`config.mk`:
```
export PLATFORM = sky130hd
export DESIGN_NAME = ism_event_check
export DESIGN_NICKNAME = d
export VERILOG_FILES = /design/src/hdl/ism_pkg.sv /design/src/hdl/ism_event_check.sv
export SDC_FILE = /design/constraint.sdc
export NUM_CORES = 1
export LEC_CHECK = 0
export ABC_AREA = 1
export BUFFER_PORTS_ARGS = -buffer_cell sky130_fd_sc_hd__clkbuf_2
export CORE_ASPECT_RATIO = 0.6
export CORE_MARGIN = 5
export CORE_UTILIZATION = 65
export CTS_CLUSTER_DIAMETER = 150
export DETAILED_ROUTE_END_ITERATION = 7
export GPL_TIMING_DRIVEN = 0
export PLACE_DENSITY = 0.83
export SYNTH_ARGS = -nofsm -noshare
export SYNTH_HDL_FRONTEND = slang
export SYNTH_SLANG_ARGS = --single-unit
```
`constraint.sdc`:
```
create_clock -name aclk -period 4.3 [get_ports aclk]
set_clock_uncertainty 0.05 [all_clocks]
set_input_delay 0 -clock aclk [delete_from_list [all_inputs] [get_ports aclk]]
set_output_delay 0 -clock aclk [all_outputs]
set_load 0.01 [all_outputs]
```
`src/hdl/ism_pkg.sv`:
```
// ----------------------------------------------------------------------------
// ism_pkg: shared types and constants of the interval subscription matcher
// Field widths, operation codes and the table entry layouts.
// ----------------------------------------------------------------------------
package ism_pkg;

    localparam int OP_W      = 2;
    localparam int SUB_IDX_W = 10;
    localparam int SLOT_IN_W = 3;
    localparam int CNT_W     = 4;
    localparam int ATTR_W    = 5;
    localparam int VAL_W     = 20;
    localparam int COUNT_W   = 11;
    // Every attribute number that fits the attribute field has an event slot.
    localparam int DIM       = 1 << ATTR_W;

    localparam logic [OP_W-1:0] OP_PRED  = 2'd0;
    localparam logic [OP_W-1:0] OP_SUB   = 2'd1;
    localparam logic [OP_W-1:0] OP_EVENT = 2'd2;

    typedef struct packed {
        logic             active;
        logic [CNT_W-1:0] count;
    } sub_entry_t;

    typedef struct packed {
        logic [ATTR_W-1:0] attr;
        logic [VAL_W-1:0]  low;
        logic [VAL_W-1:0]  high;
    } pred_entry_t;

endpackage

```
`src/hdl/ism_event_check.sv`:
```
// ----------------------------------------------------------------------------
// ism_event_check: event latch and interval compare unit
// Holds the current event's values and present marks and tests one predicate.
// ----------------------------------------------------------------------------
module ism_event_check (
    input  logic                        aclk,
    input  logic                        aresetn,
    input  logic                        wr_en,
    input  logic [ism_pkg::ATTR_W-1:0]  wr_attr,
    input  logic [ism_pkg::VAL_W-1:0]   wr_value,
    input  logic                        clr_present,
    input  ism_pkg::pred_entry_t        pred,
    output logic                        pred_ok
);
    import ism_pkg::*;

    logic [VAL_W-1:0] event_val_reg [DIM];
    logic [DIM-1:0]   present_reg;
    logic [DIM-1:0]   present_next;
    logic [VAL_W-1:0] cur_value;

    always_comb begin
        present_next = present_reg;
        if (clr_present) begin
            present_next = '0;
        end else if (wr_en) begin
            present_next[wr_attr] = 1'b1;
        end
    end

    always_ff @(posedge aclk) begin
        if (!aresetn) begin
            present_reg <= '0;
        end else begin
            present_reg <= present_next;
        end
    end

    always_ff @(posedge aclk) begin
        if (wr_en) begin
            event_val_reg[wr_attr] <= wr_value;
        end
    end

    // The predicate holds when its attribute is in the event and the value
    // lies inside the closed interval.
    assign cur_value = event_val_reg[pred.attr];
    assign pred_ok   = present_reg[pred.attr] && (pred.low <= cur_value)
                       && (cur_value <= pred.high);

endmodule

```
# Word level (Yosys, flattened, before mapping)
# Memory sizes are Yosys's and may differ from the RTL's.
# Cells that the tools add are included.
[classes] n_lt_le_gt_ge=5 n_mux=6 n_bitwise=2 reduce_logical=4
[op_table] operator="20-bit less-or-equal comparator" n=2
[op_table] operator="32-bit bitwise OR" n=1
[op_table] operator="5-bit by 6-bit less-than comparator with 1-bit output (second input constant)" n=2
[op_table] operator="1-bit binary-select mux with 5-bit select" n=1
[op_table] operator="1-bit demux with 5-bit select" n=1
[op_table] operator="5-bit by 1-bit >= comparator with 1-bit output (second input constant)" n=1
[op_table] operator="1-bit 2-to-1 mux" n=4
[op_table] operator="1-bit logical AND" n=3
[op_table] operator="2-bit OR reduction" n=1
[op_table] operator="1-bit NOT" n=1
[totals] regBits=32 ram_bits=640 in_bits=74 output_inout_bits=1 wordCells=19 mem_count=1
[mem_list] memory="event_val_reg" depth=32 width=20 read_ports=1 rd_clocked_by_memory_dff=0 write_ports=1 line_no="ism_event_check.sv:17" rtl="logic [VAL_W-1:0] event_val_reg [DIM];"

# Longest topological paths before layout
[depth] word_depth=5 ltp_mapped=25 depth_no_buf=22

# Worst setup path before layout
# OpenSTA, ideal clock, no wires.
[synth_path] path_kind="in2out" from="in pred[41] in the netlist's numbering" to="out pred_ok" arrival_time_ns=1.926 t_required_ns=4.250 setup_slack_ns=2.324 cell_stages=20 path_buffers=3 cell_sequence="buf_4 inv_2 buf_4 buf_4 nand3_1 nand3_1 nand2_1 nand2_1 nand2_1 nand2_1 nand2_1 ha_1 nand2_1 nor2_1 nand2_1 nor2_1 nand4_1 nand2_1 nand2_1 nor2_1"
[synth_between] elab_chain_len=4 word_cells_on_any_way=7 cone_classes="2 x order compare; 2 x mux; 2 x reduce/logical; 1 x memory"
[synth_rtl] item="from (decl)" line_no="ism_event_check.sv:12" rtl="input ism_pkg::pred_entry_t pred,"
[synth_rtl] item="memory read 32 x 20 bit / 1-bit binary-select mux with 5-bit select (equally long branches)"
[synth_rtl] item="20-bit less-or-equal comparator / 1-bit 2-to-1 mux (equally long branches)" line_no="ism_event_check.sv:48" rtl="assign pred_ok = present_reg[pred.attr] && (pred.low <= cur_value)"
[synth_rtl] item="1-bit logical AND" line_no="ism_event_check.sv:48"
[synth_rtl] item="1-bit logical AND (*)" line_no="ism_event_check.sv:49" rtl="&& (cur_value <= pred.high);"
[synth_rtl] item="to (decl)" line_no="ism_event_check.sv:13" rtl="output logic pred_ok"
# Mark *: on every way between the ends. The rest lies on a longest branch, timed or not. The select of a mux whose other input is x is not followed.

# Worst setup path after layout
[layout_path] from="in pred[42] in the netlist's numbering" to="out pred_ok"
# Same word-level chain as after synthesis.

==> out/results.tsv <==
stage	metric	value	unit
setup_path	r2r_slack	3.61	ns
timing	hold_viol	0	
pwr	p_leak	12.42	nW
routing	via_count	21230	
placement	dp_hpwl	57470	µm
job	drv_cap	0	
grt	grt_pass1_wl	123800	µm
synth	seq_area_frac_synth	69.53	%
die	die_w	280.6	µm
die	boundaryPins	75	
timing	finalSetupViolCount	0	
grt	grt_antenna_before_repair	0	
routing	wire_per_inst	25.11	µm
placement	gp_congestion	1.015	
die	placementRows	59	
setup_path	critical_path_class	in2out	
synth	synth.top_cells.by_area	edfxtp_1 67%, nand2_1 13%, nand3_1 8.7%	
placement	place_area	30270	µm²
layout	layout.nets	2874	
routing	wl	85030	µm
clock_tree	cts_tree	yes	
worst_hold_path	holdPathStages	4	
synth	synth_top_cell_area_share	67.29	%
outcome	violations	design-rule violations	
synth	netlist_area	28560	µm²
setup_path	worstPathArrival	3.67	ns
setup_path	r2r-end	present_reg[4]$_SDFFE_PP0P_	
layout	largest_reg_flops	640	
worst_hold_path	hp-class	in2reg	
setup_path	path_cells	clkbuf_2, clkbuf_1, buf_2, nand3_1, nand2_1, nand2_1, nand2_1, nand2_1, nand2_1, inv_2, ha_1, nand2_1, nor2_1, nand2_1, nor2_1, nand4_1, nand2_1, nand2_1, nor2_1, clkbuf_2	
clock_tree	htreeDepth	2	
worst_hold_path	hold_path_end	event_val_reg[12][16]$_DFFE_PP_	
synth	synth_flop_cell	edfxtp_1	
layout	final_cells	3387	
die	core_area	43410	µm²
routing	drt_iter0_markers	3712	
routing	firstDrtPassIters	8	
synth	netlist_instances	2595	
layout	drive_above_1_share	12.78	%
die	start_util	65.80	%
die	die_y	172.4	µm
clock_tree	cts-root-buf	clkbuf_16	
clock_tree	path_clk_slew	0.07	ns
grt	track_usage	35.08	%
routing	vias_per_cell	6.268	
timing	finalMaxSlewViolations	0	
routing	dr_wl_met2	34790	µm
routing	wl_met3	17110	µm
grt	grt_start_max_net_pins	33	
timing	period_needed	3.720	ns
pwr	p_per_area	423.3	nW/µm²
pwr	peakVddDrop	0.3871	mV
layout	syn_to_final_growth	12.43	%
clock_tree	cts_buffers	57	
timing	slew_headroom	19.20	%
layout	fill_cells	2789	
timing	rsz0062_at_grt	false	
setup_path	crit_path_top_delay_cell	clkbuf_1	
setup_path	cpMostUsedCell	nand2_1	
synth	ys_types	25	
placement	placedCellCount	3277	
routing	drcViolationCount	5	
grt	first_global_vias	19780	
layout	register_area	19860	µm²
layout	stdcell_area	32110	µm²
layout	n_antenna_cell	0	
placement	portBuffers	71	
routing	drt-met1-wl	31060	µm
worst_hold_path	holdCritStartpoint	wr_attr[4]	
clock_tree	cts.repair.resized	0	
clock_tree	cts_buffer_depth	3	
die	die_area	48370	µm²
setup_path	cpPeakStageDelay	0.71	ns
setup_path	cp_max_fo	10	
timing	fmax	268.9	MHz
timing	tns	0	ns
setup_path	worst_r2r_path_depth	2	
layout	multi_input_area	7465	µm²
timing	fin_crit_sh	86.50	%
synth	synth_enable_flop_cells	640	
synth	yosys_warnings	0	
clock_tree	clock_sinks	672	
setup_path	worstPathRequired	4.25	ns
outcome	status	finished, violations left	
synth	synthArstFlopShare	0	%
setup_path	rr_startpoint	present_reg[4]$_SDFFE_PP0P_	
grt	overflow	0	
routing	ant_nets	0	
synth	yosysTopAreaCell	edfxtp_1	
setup_path	endpoint_kind	primary output	
clock_tree	clkLatencyLatePin	0.60	ns
synth	synth_fp_nets	2709	
setup_path	start_kind	input port	
routing	routed.top_layer	met4	
timing	tightest_slew	1.212	ns
synth	syn_avg_cell_area	11.01	µm²
synth	ys_ff_latch	672	
==> timing repair <==
| action | 4_1_cts | 5_1_grt |
|---|---|---|
| hold endpoints to repair | 4 | 0 |
| endpoints found under the setup margin | 0 | 0 |
| hold buffers | 3 | 0 |
| setup buffers | 0 | 0 |
==> power breakdown <==
group / internal (mW) / total (mW) / switching (mW)
sequential: 7.24 / 7.26 / 0.0191
combinational: 0.335 / 1.25 / 0.911
clock: 2.76 / 5.09 / 2.33
==> synth_stat cells (8+ instances only) <==
cell type / count
nand2_1: 970
inv_1: 67
ha_1: 40
inv_2: 21
nor3_1: 12
nor2_1: 136
dfxtp_1: 32
nand3_1: 496
clkbuf_1: 16
buf_6: 24
a21oi_1: 13
buf_4: 43
buf_1: 8
buf_2: 52
edfxtp_1: 640
==> metal layers <==
metal,GRT usage (%),vias up
met5,0,-
met4,6.467,0
met3,16.19,199
met2,50.17,1875
met1,50.78,9948
li1,-,9208
==> per-stage QoR <==
| stage | power [mW] | setup slack (ns) | hold slack [ns] | utilization [%] |
|---|---|---|---|---|
| 3_5_place_dp | 8.572 | 0.8861 | 0.4065 | 69.73 |
| 3_3_place_gp | 8.512 | 0.9252 | 0.3959 | 68.28 |
| 6_report | 13.59 | 0.5805 | 0.08110 | 73.98 |
| 5_1_grt | 13.93 | 0.4716 | 0.08886 | 73.98 |
| 2_1_floorplan | 8.045 | 2.324 | 0.04887 | - |
| 4_1_cts | 13.51 | 0.8707 | 0.05135 | 73.98 |
==> critical path: cells and delay by family <==
| family | cells | cell delay, ns |
|---|---|---|
| buffers and inverters | 5 | 1.56 |
| AND/OR/NAND/NOR | 14 | 1.79 |
| adder cells (fa/ha/maj) | 1 | 0.30 |
==> layout make-up <==
type                    count  share of cell area, %
flip-flops and latches    672                  61.85
inverters                  90                  1.068
repair buffers            106                  2.907
clock buffers              81                  4.945
plain buffers             145                  3.031
well taps                 579                  2.256
multi-input cells        1688                  23.25
clock inverters            26                 0.7014
==> worst max-delay path by stage <==
stage	from	to	slack, ns	cells after the start
CTS	pred[42]	pred_ok	0.87	20
global route	pred[42]	pred_ok	0.47	20
finish	pred[42]	pred_ok	0.58	20
floorplan	pred[41]	pred_ok	2.32	20
global placement	pred[42]	pred_ok	0.93	20
detailed placement	pred[42]	pred_ok	0.89	20
==> layout by cell type, fill, tap and decap left out, types with 11 or more instances in the layout <==
| master | count |
|---|---|
| nand2_1 | 970 |
| edfxtp_1 | 640 |
| nand3_1 | 496 |
| nor2_1 | 104 |
| clkbuf_2 | 71 |
| inv_1 | 67 |
| clkbuf_16 | 58 |
| buf_2 | 52 |
| buf_4 | 43 |
| ha_1 | 40 |
| clkbuf_1 | 34 |
| nor2_2 | 32 |
| dfxtp_1 | 32 |
| buf_6 | 26 |
| buf_8 | 26 |
| inv_2 | 21 |
| a21oi_1 | 13 |
| nor3_1 | 12 |
| clkinv_1 | 11 |
==> kinds of logic after synthesis <==
| family | after synthesis | share of synthesized area (%) |
|---|---|---|
| AO/OA/AOI/OAI | 30 | 0.5783 |
| AND/OR/NAND/NOR | 1618 | 23.53 |
| flip-flops | 672 | 69.53 |
| buffers and inverters | 235 | 4.609 |
| adder cells (fa/ha/maj) | 40 | 1.752 |
Note: power is estimated with default switching activity, not from simulation.
